<file path="src/rtl/core/positional_list_store_assert.svh">
// Assertion macros used by the list store RTL.
`ifndef POSITIONAL_LIST_STORE_ASSERT_SVH
`define POSITIONAL_LIST_STORE_ASSERT_SVH

// Check that a condition implies another in the same cycle.
`define PLS_ASSERT_NOW(label, clk, rst_n, ante, cons, msg) \
    label: assert property (@(posedge clk) disable iff (!rst_n) (ante) |-> (cons)) \
        else $error(msg);

// Check that a condition implies another in the next cycle.
`define PLS_ASSERT_NEXT(label, clk, rst_n, ante, cons, msg) \
    label: assert property (@(posedge clk) disable iff (!rst_n) (ante) |=> (cons)) \
        else $error(msg);

`endif

</file>
<file path="src/rtl/core/pls_pkg.sv">
`default_nettype none

package pls_pkg;

    // Default sizing of the store
    localparam int DEF_CAPACITY  = 64;
    localparam int DEF_WORD_BITS = 32;

    // Fixed field widths of the request and response beats
    localparam int OP_BITS       = 2;
    localparam int POSITION_BITS = 16;
    localparam int VALUE_BITS    = 32;
    localparam int OUT_WORD_BITS = 32;
    localparam int STATUS_BITS   = 2;
    localparam int LENGTH_BITS   = 7;

    // Request kinds
    localparam logic [OP_BITS-1:0] OP_INSERT = 2'd0;
    localparam logic [OP_BITS-1:0] OP_READ   = 2'd1;
    localparam logic [OP_BITS-1:0] OP_REMOVE = 2'd2;

    // Response status codes
    localparam logic [STATUS_BITS-1:0] ST_OK    = 2'd0;
    localparam logic [STATUS_BITS-1:0] ST_EMPTY = 2'd1;
    localparam logic [STATUS_BITS-1:0] ST_FULL  = 2'd2;

    typedef struct packed {
        logic        [OP_BITS-1:0]       op;
        logic signed [POSITION_BITS-1:0] position;
        logic signed [VALUE_BITS-1:0]    value;
    } pls_req_t;

    typedef struct packed {
        logic signed [OUT_WORD_BITS-1:0] word_out;
        logic        [STATUS_BITS-1:0]   status;
        logic        [LENGTH_BITS-1:0]   length;
    } pls_rsp_t;

endpackage

`default_nettype wire

</file>
<file path="src/rtl/core/pls_clamp.sv">
`default_nettype none

// Turn a signed position into a list index, clamped at both ends.
module pls_clamp
    import pls_pkg::*;
#(
    parameter int CAPACITY = DEF_CAPACITY
)
(
    input  wire logic signed [POSITION_BITS-1:0]      position,
    input  wire logic        [$clog2(CAPACITY+1)-1:0] count,
    input  wire logic                                 is_insert,
    output logic             [$clog2(CAPACITY)-1:0]   idx
);

    localparam int CW = $clog2(CAPACITY + 1);
    localparam int IW = $clog2(CAPACITY);
    localparam int SW = ((CW > POSITION_BITS) ? CW : POSITION_BITS) + 2;

    logic signed [SW-1:0] pos_s;
    logic signed [SW-1:0] cnt_s;
    logic signed [SW-1:0] base_s;
    logic signed [SW-1:0] limit_s;
    logic signed [SW-1:0] cand_s;
    logic signed [SW-1:0] res_s;

    // Extend both operands into one signed range
    assign pos_s = {{(SW-POSITION_BITS){position[POSITION_BITS-1]}}, position};
    assign cnt_s = {{(SW-CW){1'b0}}, count};

    // Insert may land one past the last word; access stops at the last word
    assign base_s  = is_insert ? (cnt_s + SW'(1)) : cnt_s;
    assign limit_s = is_insert ? cnt_s : (cnt_s - SW'(1));

    // Count back from the end for negative positions
    assign cand_s = position[POSITION_BITS-1] ? (base_s + pos_s) : pos_s;

    // Clamp at the front and at the end
    always_comb
    begin
        if (cand_s < SW'(0))
        begin
            res_s = '0;
        end
        else if (cand_s > limit_s)
        begin
            res_s = limit_s;
        end
        else
        begin
            res_s = cand_s;
        end
    end

    assign idx = res_s[IW-1:0];

endmodule

`default_nettype wire

</file>
<file path="src/rtl/core/positional_list_store.sv">
`default_nettype none
// Ordered list store of up to CAPACITY words, addressed by a signed position.
// Request channel: drive req (op, position, value) with start high; the beat
// is taken at the rising edge where start is high and busy is low. busy then
// stays high until the response is issued.
// Response channel: done is high for exactly one cycle with rsp (word_out,
// status, length) valid in that cycle; the receiver cannot stall it. busy is
// already low in that cycle, so a new request may be taken at the same edge.
// Every request is checked in S_CALC, where a refused or no-op request ends;
// a read ends after its fetch in S_PICK. An insert, and a remove after S_PICK,
// alternate S_MOVE_RD and S_MOVE_WR for each word moved, then finish in
// S_MOVE_RD.
// Every word moved costs one read and one write on the single-ported word
// memory, stepped by one shared cursor adder and compare.
// Reset empties the list at once; memory contents are left as they are.
`include "positional_list_store_assert.svh"

module positional_list_store
    import pls_pkg::*;
#(
    parameter int CAPACITY  = DEF_CAPACITY,
    parameter int WORD_BITS = DEF_WORD_BITS
)
(
    input  wire logic     clk,
    input  wire logic     rst_n,
    input  wire logic     start,
    output logic          busy,
    input  wire pls_req_t req,
    output logic          done,
    output pls_rsp_t      rsp
);

    localparam int CW = $clog2(CAPACITY + 1);
    localparam int IW = $clog2(CAPACITY);

    typedef enum logic [4:0] {
        S_IDLE    = 5'b00001,
        S_CALC    = 5'b00010,
        S_PICK    = 5'b00100,
        S_MOVE_RD = 5'b01000,
        S_MOVE_WR = 5'b10000
    } state_t;

    state_t                state_reg;
    state_t                state_next;
    logic [CW-1:0]         count_reg;
    logic [CW-1:0]         count_next;
    logic [CW-1:0]         cursor_reg;
    logic [CW-1:0]         cursor_next;
    logic [IW-1:0]         idx_reg;
    logic [IW-1:0]         idx_next;
    logic [WORD_BITS-1:0]  word_reg;
    logic [WORD_BITS-1:0]  word_next;
    pls_req_t              req_reg;
    pls_rsp_t              rsp_reg;
    pls_rsp_t              rsp_next;
    logic                  done_reg;
    logic                  done_next;

    logic                  accept;
    logic [IW-1:0]         clamp_idx;
    logic [CW-1:0]         nb;
    logic                  step_go;
    logic                  is_insert;

    logic [WORD_BITS-1:0]  mem [CAPACITY];
    logic [WORD_BITS-1:0]  rd_data_reg;
    logic                  rd_en;
    logic [IW-1:0]         rd_addr;
    logic                  wr_en;
    logic [IW-1:0]         wr_addr;
    logic [WORD_BITS-1:0]  wr_data;

    logic [WORD_BITS+VALUE_BITS-1:0]    value_wide;
    logic [WORD_BITS-1:0]               value_word;
    logic [WORD_BITS-1:0]               fin_word;
    logic [OUT_WORD_BITS+WORD_BITS-1:0] fin_wide;
    logic [LENGTH_BITS+CW-1:0]          count_wide;

    assign busy      = (state_reg != S_IDLE);
    assign accept    = start && !busy;
    assign done      = done_reg;
    assign rsp       = rsp_reg;
    assign is_insert = (req_reg.op == OP_INSERT);

    // Fit the incoming value to the stored word width
    assign value_wide = {{WORD_BITS{1'b0}}, req_reg.value};
    assign value_word = value_wide[WORD_BITS-1:0];

    pls_clamp #(
        .CAPACITY (CAPACITY)
    ) u_clamp (
        .position  (req_reg.position),
        .count     (count_reg),
        .is_insert (is_insert),
        .idx       (clamp_idx)
    );

    // Shared cursor unit: step towards the neighbour and test for more work
    assign nb      = is_insert ? (cursor_reg - CW'(1)) : (cursor_reg + CW'(1));
    assign step_go = is_insert ? (cursor_reg > CW'(idx_reg)) : (nb < count_reg);

    // Sequence one request through clamp, fetch and word moves
    always_comb
    begin
        state_next  = state_reg;
        count_next  = count_reg;
        cursor_next = cursor_reg;
        idx_next    = idx_reg;
        word_next   = word_reg;
        rsp_next    = rsp_reg;
        done_next   = 1'b0;
        fin_word    = '0;
        rd_en       = 1'b0;
        rd_addr     = cursor_reg[IW-1:0];
        wr_en       = 1'b0;
        wr_addr     = cursor_reg[IW-1:0];
        wr_data     = rd_data_reg;
        rsp_next.status = ST_OK;

        case (state_reg)
            S_IDLE:
            begin
                if (accept)
                begin
                    state_next = S_CALC;
                end
            end

            S_CALC:
            begin
                case (req_reg.op)
                    OP_INSERT:
                    begin
                        if (count_reg == CW'(CAPACITY))
                        begin
                            rsp_next.status = ST_FULL;
                            done_next       = 1'b1;
                        end
                        else
                        begin
                            idx_next    = clamp_idx;
                            cursor_next = count_reg;
                            state_next  = S_MOVE_RD;
                        end
                    end

                    OP_READ, OP_REMOVE:
                    begin
                        if (count_reg == '0)
                        begin
                            rsp_next.status = ST_EMPTY;
                            done_next       = 1'b1;
                        end
                        else
                        begin
                            rd_en       = 1'b1;
                            rd_addr     = clamp_idx;
                            idx_next    = clamp_idx;
                            cursor_next = CW'(clamp_idx);
                            state_next  = S_PICK;
                        end
                    end

                    default:
                    begin
                        done_next = 1'b1;
                    end
                endcase
            end

            S_PICK:
            begin
                word_next = rd_data_reg;
                if (req_reg.op == OP_READ)
                begin
                    fin_word  = rd_data_reg;
                    done_next = 1'b1;
                end
                else
                begin
                    state_next = S_MOVE_RD;
                end
            end

            S_MOVE_RD:
            begin
                if (step_go)
                begin
                    rd_en      = 1'b1;
                    rd_addr    = nb[IW-1:0];
                    state_next = S_MOVE_WR;
                end
                else if (is_insert)
                begin
                    wr_en      = 1'b1;
                    wr_addr    = idx_reg;
                    wr_data    = value_word;
                    count_next = count_reg + CW'(1);
                    done_next  = 1'b1;
                end
                else
                begin
                    count_next = count_reg - CW'(1);
                    fin_word   = word_reg;
                    done_next  = 1'b1;
                end
            end

            S_MOVE_WR:
            begin
                wr_en       = 1'b1;
                cursor_next = nb;
                state_next  = S_MOVE_RD;
            end

            default:
            begin
                state_next = S_IDLE;
            end
        endcase

        // Build the response beat on the finishing cycle
        fin_wide   = {{OUT_WORD_BITS{1'b0}}, fin_word};
        count_wide = {{LENGTH_BITS{1'b0}}, count_next};
        if (done_next)
        begin
            state_next        = S_IDLE;
            rsp_next.word_out = fin_wide[OUT_WORD_BITS-1:0];
            rsp_next.length   = count_wide[LENGTH_BITS-1:0];
        end
        else
        begin
            rsp_next.status = rsp_reg.status;
        end
    end

    // Advance control state
    always_ff @(posedge clk or negedge rst_n)
    begin
        if (!rst_n)
        begin
            state_reg <= S_IDLE;
            count_reg <= '0;
            done_reg  <= 1'b0;
        end
        else
        begin
            state_reg <= state_next;
            count_reg <= count_next;
            done_reg  <= done_next;
        end
    end

    // Hold the request beat and working payload
    always_ff @(posedge clk)
    begin
        if (accept)
        begin
            req_reg <= req;
        end
        cursor_reg <= cursor_next;
        idx_reg    <= idx_next;
        word_reg   <= word_next;
        rsp_reg    <= rsp_next;
    end

    // Word memory: one read or one write per cycle
    always_ff @(posedge clk)
    begin
        if (wr_en)
        begin
            mem[wr_addr] <= wr_data;
        end
        if (rd_en)
        begin
            rd_data_reg <= mem[rd_addr];
        end
    end

    `PLS_ASSERT_NEXT(a_done_pulse, clk, rst_n, done, !done, "done longer than one cycle")
    `PLS_ASSERT_NEXT(a_accept_busy, clk, rst_n, accept, busy, "busy not raised after accept")
    `PLS_ASSERT_NOW(a_count_cap, clk, rst_n, 1'b1, count_reg <= CW'(CAPACITY), "count over capacity")
    `PLS_ASSERT_NOW(a_len_match, clk, rst_n, done, rsp.length == count_wide[LENGTH_BITS-1:0] || state_reg == S_IDLE, "length mismatch")
    `PLS_ASSERT_NOW(a_no_rw, clk, rst_n, rd_en, !wr_en, "read and write in one cycle")

endmodule

`default_nettype wire
</file>
<file path="config.mk">
export PLATFORM = sky130hd
export DESIGN_NAME = positional_list_store
export DESIGN_NICKNAME = d
export VERILOG_FILES = /design/src/rtl/core/pls_pkg.sv /design/src/rtl/core/pls_clamp.sv /design/src/rtl/core/positional_list_store.sv
export VERILOG_INCLUDE_DIRS = /design/src /design/src/rtl/core
export SDC_FILE = /design/constraint.sdc
export NUM_CORES = 2
export LEC_CHECK = 0
export CAP_MARGIN = 5
export CORE_MARGIN = 2
export CORE_UTILIZATION = 38
export CTS_BUF_LIST = sky130_fd_sc_hd__clkbuf_16
export DETAILED_ROUTE_END_ITERATION = 8
export DONT_BUFFER_PORTS = 1
export PLACE_DENSITY_LB_ADDON = 0.15
export SETUP_SLACK_MARGIN = 0.5
export SLEW_MARGIN = 20
export SYNTH_ARGS = -nofsm -noshare
export SYNTH_HDL_FRONTEND = slang
export SYNTH_SLANG_ARGS = --single-unit
</file>
<file path="constraint.sdc">
create_clock -name clk -period 18 [get_ports clk]
set_clock_uncertainty 0.1 [all_clocks]
set_input_delay 3.6 -clock clk [delete_from_list [all_inputs] [get_ports clk]]
set_output_delay 3.6 -clock clk [all_outputs]
set_load 0.1 [all_outputs]
</file>
Word level (Yosys, flattened, before mapping):

Memory sizes are Yosys's and may differ from the RTL's. A register that Yosys moved wholly into a read port is not among the register bits.
Index checks and enable logic that the tools add are counted.

* memories kept: 1
* logic and storage cells: 111
* output and inout port bits: 43
* flip-flop bits (word level): 149
* bits of input ports: 53
* RAM bits: 2048

* multiplexer cells: 57
* eq/ne operators: 20
* order comparisons: 4
* reduce and logical (&&, ||, !) cells: 10
* add/subtract/negate cells: 7

Memories
* mem: words 64, bits a word 32, rd ports 1, clocked after memory_dff 1, write ports 1, line positional_list_store.sv:67 `logic [WORD_BITS-1:0] mem [CAPACITY];`

Operators with widths (count)
* 2-to-1 mux 32 bit: 6
* one-hot mux 32 bit (2 select lines): 1
* 2-to-1 mux 6 bit: 10
* 2-to-1 mux 18 bit: 3
* 2-to-1 mux 7 bit: 6
* 2-to-1 mux 5 bit: 6
* one-hot mux 7 bit (2 select lines): 2
* one-hot mux 5 bit (5 select lines): 1
* one-hot mux 6 bit (2 select lines): 2
* adder 18 x 16 -> 18 bit: 1
* > comparator 18 bit: 1
* less-than comparator 18 x 1 -> 1 bit, second input constant: 1
* != test 3 bit, second input constant: 6
* adder 7 x 1 -> 7 bit, second input constant: 2
* subtractor 7 x 1 -> 7 bit, second input constant: 2
* 2-to-1 mux 1 bit: 13
* != test 4 bit, second input constant: 3
* one-hot mux 5 bit (2 select lines): 1
* adder 7 x 1 -> 8 bit, second input constant: 1
* AND reduction 4 bit: 2
* subtractor 7 x 1 -> 8 bit, second input constant: 1
* == test 7 bit, second input constant: 1
* > comparator 7 x 6 -> 1 bit: 1
* logical NOT 7 bit: 1
* other kinds (20): 24

Logic depth before layout (Yosys ltp):

* depth in word-level cells: 10
* gate-level depth with buffers: 37

By module:

Synthesis repeated with hierarchy kept, for this count alone.

* cell total of the unflattened synthesis: 5773
* area total of the unflattened synthesis: 89115.5 um2

By module, submodules not included
* positional_list_store: instances 1, seq. area each 66870.4 um2, area an instance 87747.9 um2, cells each 5599
* pls_clamp: instances 1, seq. area each 0.0 um2, area an instance 1367.6 um2, cells each 174

Least setup slack after synthesis:

Ideal clock, no wire load.

* path kind: reg-to-reg
* from: register req_reg[48] (netlist bit)
* to: register rd_data_reg[13] (read register of mem), data pin
* slack: 11281 ps
* stages on the path, launching flop included: 33
* path buffers: 4
* arrival time: 6353 ps
* cells stage by stage: edfxtp_1 -> inv_1 -> ha_1 -> clkbuf_1 -> clkbuf_1 -> nand2_1 -> xnor2_1 -> ha_1 -> a21o_1 -> a21oi_1 -> nor2b_1 -> o21ai_0 -> nand2b_1 -> a21oi_1 -> o21bai_1 -> nand3_1 -> nor2_1 -> xor2_1 -> ha_1 -> nand4_2 -> nor3_2 -> or3b_1 -> and3_1 -> buf_6 -> mux2i_4 -> mux2_2 -> a221o_1 -> nand3_1 -> clkbuf_1 -> a31oi_1 -> o211ai_1 -> nand4_1 -> or3_1

* word-level cells in the longest chain between the ends: 10
* elaborated cells between the ends (all ways): 22

Ends and longest elaborated chain
* from (decl): line positional_list_store.sv:55 `pls_req_t req_reg;`
* from (signal assigned): line positional_list_store.sv:261 `req_reg <= req;`
* logical NOT 2 bit: line positional_list_store.sv:85 `assign is_insert = (req_reg.op == OP_INSERT);`
* 2-to-1 mux 18 bit: line pls_clamp.sv:32 `assign base_s = is_insert ? (cnt_s + SW'(1)) : cnt_s;`
* adder 18 x 16 -> 18 bit: line pls_clamp.sv:36 `assign cand_s = position[POSITION_BITS-1] ? (base_s + pos_s) : pos_s;`
* 2-to-1 mux 18 bit: line pls_clamp.sv:36
* > comparator 18 bit: line pls_clamp.sv:45 `else if (cand_s > limit_s)`
* 2-to-1 mux 6 bit: line pls_clamp.sv:45
* 2-to-1 mux 6 bit: line pls_clamp.sv:41 `if (cand_s < SW'(0))`
* 2-to-1 mux 6 bit: line positional_list_store.sv:151 `if (count_reg == '0)`
* 2-to-1 mux 6 bit: line positional_list_store.sv:133 `case (req_reg.op)`
* one-hot mux 6 bit (2 select lines): line positional_list_store.sv:122 `case (state_reg)`
* to (decl): line positional_list_store.sv:68 `logic [WORD_BITS-1:0] rd_data_reg;`

Several ways; a longest one is shown, not always the timed one.
A chain may end at the register's enable or synchronous reset.

Worst setup path in the final report:

* from: register req_reg[48] (netlist bit)
* to: register rd_data_reg[9] (read register of mem), data pin

* word-level cells in the longest chain between the ends: 10
* elaborated cells between the ends (all ways): 22

Ends and longest elaborated chain
* logical NOT 2 bit (*): line positional_list_store.sv:85
* 2-to-1 mux 18 bit: line pls_clamp.sv:32
* adder 18 x 16 -> 18 bit: line pls_clamp.sv:36
* 2-to-1 mux 18 bit: line pls_clamp.sv:36
* > comparator 18 bit: line pls_clamp.sv:45
* 2-to-1 mux 6 bit: line pls_clamp.sv:45
* 2-to-1 mux 6 bit (*): line pls_clamp.sv:41
* via clamp_idx[2]: line positional_list_store.sv:62 `logic [IW-1:0] clamp_idx;`
* 2-to-1 mux 6 bit (*): line positional_list_store.sv:151
* 2-to-1 mux 6 bit (*): line positional_list_store.sv:133
* one-hot mux 6 bit (2 select lines) (*): line positional_list_store.sv:122

The timed path passes the listed nets; every way through them passes the cells marked *.

==> results.json <==
{
  "rows": 177,
  "required_ns": 18.53,
  "via_per_inst": 5.82,
  "area_growth_pct": 12.9,
  "grt_max_degree": 166,
  "power_uw": 13900,
  "die_w_microns": 487,
  "drc": 0,
  "grt_pass1_vias": 52200,
  "ys.flop_type": "edfxtp_1",
  "synth_edf_count": 2216,
  "power_density_nw_per_um2": 139,
  "syn_area_per_cell_sq_um": 14.1,
  "maxSlewViolCount": 0,
  "cts-root-buf": "clkbuf_16",
  "wl_per_cell_microns": 30.8,
  "die_y_microns": 487,
  "synth-seq-cells": 2229,
  "finalWirelength_microns": 294000,
  "status": "complete, no violations",
  "crit_slowest_cell": "buf_4",
  "end_kind": "flip-flop",
  "synth_top_family_by_area": "simple AND/OR/NAND/NOR gates",
  "top_usage_layer": "met2",
  "vias": 55500,
  "finalHoldViolations": 0,
  "finalSetupTns_ns": 0,
  "post_cts_resized": 0,
  "gp_congestion": 0.807,
  "leakagePower_uw": 0.0333,
  "io_pins": 96,
  "async_flop_share_pct": 0.583,
  "clock-sinks": 2229,
  "synthCells": 6295,
  "ant_nets": 0,
  "final_area_sq_um": 100000,
  "clk_path_buf_depth": 3,
  "max_freq_mhz": 100,
  "slowest_delay_ns": 0.75,
  "cp_max_fo": 50,
  "fin_crit_ns": 9.97,
  "multi_input_area_sq_um": 20300,
  "synth_fa_ha_area_share_pct": 0.845,
  "critPathKind": "reg2reg",
  "synth-compound-area-share_pct": 9.53,
  "nets": 6403,
  "min_period_over_period_pct": 55.4,
  "synth_cell_type_count": 74,
  "final_common_cell": "edfxtp_1",
  "clkLatencyLatePin_ns": 0.90,
  "cts_tree": "done",
  "port_buffers": 0,
  "coreArea_sq_um": 232000,
  "synth.area.mux_share_pct": 1.83,
  "synth_xor_area_share_pct": 0.366,
  "grt_pass1_wl_microns": 412000,
  "antenna_found_initial": 18,
  "grt_overflow": 0,
  "max_cap_violations": 0,
  "drive_gt1_share_pct": 9.77,
  "largest_reg_flops": 2048,
  "cts_buffers": 228,
  "synth-simple-area-share_pct": 9.56,
  "hold_class": "reg2reg",
  "worst_slew_pin_slew_ns": 1.18,
  "ff_latch_area_sq_um": 66900,
  "layout_common_cells": "2216 x edfxtp_1, 1473 x nand2_1, 491 x a21oi_1",
  "rsz0062_at_grt": "no",
  "grt_util_all_layers_pct": 24.4,
  "syn_area_sq_um": 88500,
  "grt_use_met2_pct": 38.4,
  "fill_cells": 21000,
  "whs_ns": 0.413,
  "cts_setup_buffers": 0,
  "grt_use_met3_pct": 3.30,
  "drtPass1Iterations": 6,
  "critPathArrivalTime_ns": 10.49,
  "maxSlewHeadroom_pct": 21.1,
  "ir_drop_v": 0.000112,
  "cts.reportedPaths.clkPinSlew_ns": 0.06,
  "htreeDepth": 4,
  "start_kind": "flip-flop",
  "yosysWarnings": 0,
  "drt_iter0_drc": 6652,
  "start_util_pct": 38.1,
  "syn_nets": 6406,
  "ctsHoldBuffers": 0,
  "dieArea_sq_um": 237000,
  "setup_violations": 0,
  "postPlaceCellArea_sq_um": 92600,
  "dp_hpwl_microns": 154000,
  "yosysSeqAreaShare_pct": 75.5,
  "grtUsageMet1_pct": 35.7
}
## worst paths after layout
path,slack (ns),end,depth (start not counted),from
worst max-delay path,8.03,rd_data_reg[9]$_DFFE_PP_,35,req_reg[48]$_DFFE_PP_
worst max register to register,8.03,rd_data_reg[9]$_DFFE_PP_,35,req_reg[48]$_DFFE_PP_
worst min-delay path,0.41,word_reg[0]$_DFFE_PP_,0,rd_data_reg[0]$_DFFE_PP_
max in group asynchronous,15.27,state_reg[0]$_DFFE_PN1P_,0,rst_n
worst min register to register,0.41,word_reg[0]$_DFFE_PP_,0,rd_data_reg[0]$_DFFE_PP_
min in group asynchronous,2.30,state_reg[1]$_DFFE_PN0P_,0,rst_n
## Yosys cell counts, types with 35 or more instances
cell type / instances / area [sq um]
edfxtp_1: 2216 / 66500
nor2_1: 109 / 409
clkbuf_1: 180 / 676
mux2i_1: 151 / 1510
a31oi_1: 173 / 1080
nand2_1: 1507 / 5660
a21oi_1: 491 / 2460
o21ai_0: 77 / 385
a22oi_1: 195 / 1460
a221oi_1: 65 / 569
buf_2: 176 / 881
nand4_1: 66 / 413
ha_1: 55 / 688
buf_1: 35 / 131
nand3_1: 246 / 1230
inv_1: 43 / 161
o211ai_1: 160 / 1200
## layer usage
metal	wire [microns]	vias to the layer above
met5	0	-
met4	6750	0
met3	22300	363
met2	136000	2333
met1	129000	29000
li1	-	23800
## report_power, final
part | internal, uW | leakage [uW] | switching, uW | total, uW
clock network | 2630 | 0.00376 | 2030 | 4650
logic | 899 | 0.00940 | 2330 | 3220
registers | 5850 | 0.0202 | 123 | 5970
## logic make-up (layout without fill, tap and decap cells)
| family | Yosys count | count (layout) |
|---|---|---|
| AOI/OAI and AO/OA | 1309 | 1309 |
| xor gates and xnor gates | 37 | 37 |
| adders and majority gates | 58 | 58 |
| buffers and inverters | 458 | 642 |
| DFF | 2229 | 2229 |
| muxes | 160 | 160 |
| other | 0 | 10 |
| and+or+nand+nor | 2044 | 2044 |
## stage by stage
step | cells | setup slack, ns | utilization [%]
detailed placement | 9105 | 8.15 | 39.9
finish | 9532 | 8.03 | 43.1
global route | 9525 | 7.54 | 43.1
global placement | 9104 | 8.02 | 39.9
CTS | 9522 | 8.12 | 43.0
floorplan | 6295 | 11.28 | -
## worst max-delay path: cells and delay by family, from the launching register on
| family | cells | cell delay [ns] |
|---|---|---|
| AOI/OAI and AO/OA | 12 | 2.64 |
| and+or+nand+nor | 8 | 2.57 |
| buffers and inverters | 8 | 2.25 |
| adders and majority gates | 4 | 0.85 |
| xor gates and xnor gates | 3 | 0.78 |
| DFF | 1 | 0.39 |
## area by class of cell
class	instances	share of cell area (%)
sequential	2229	66.9
tap	3043	3.81
inverter	44	0.165
clock inverter	186	1.50
antenna	10	0.0250
clock buffer	231	5.78
multi-input combinational	3608	20.3
timing repair buffer	181	1.47
Note: power is estimated with default switching activity, not from simulation.
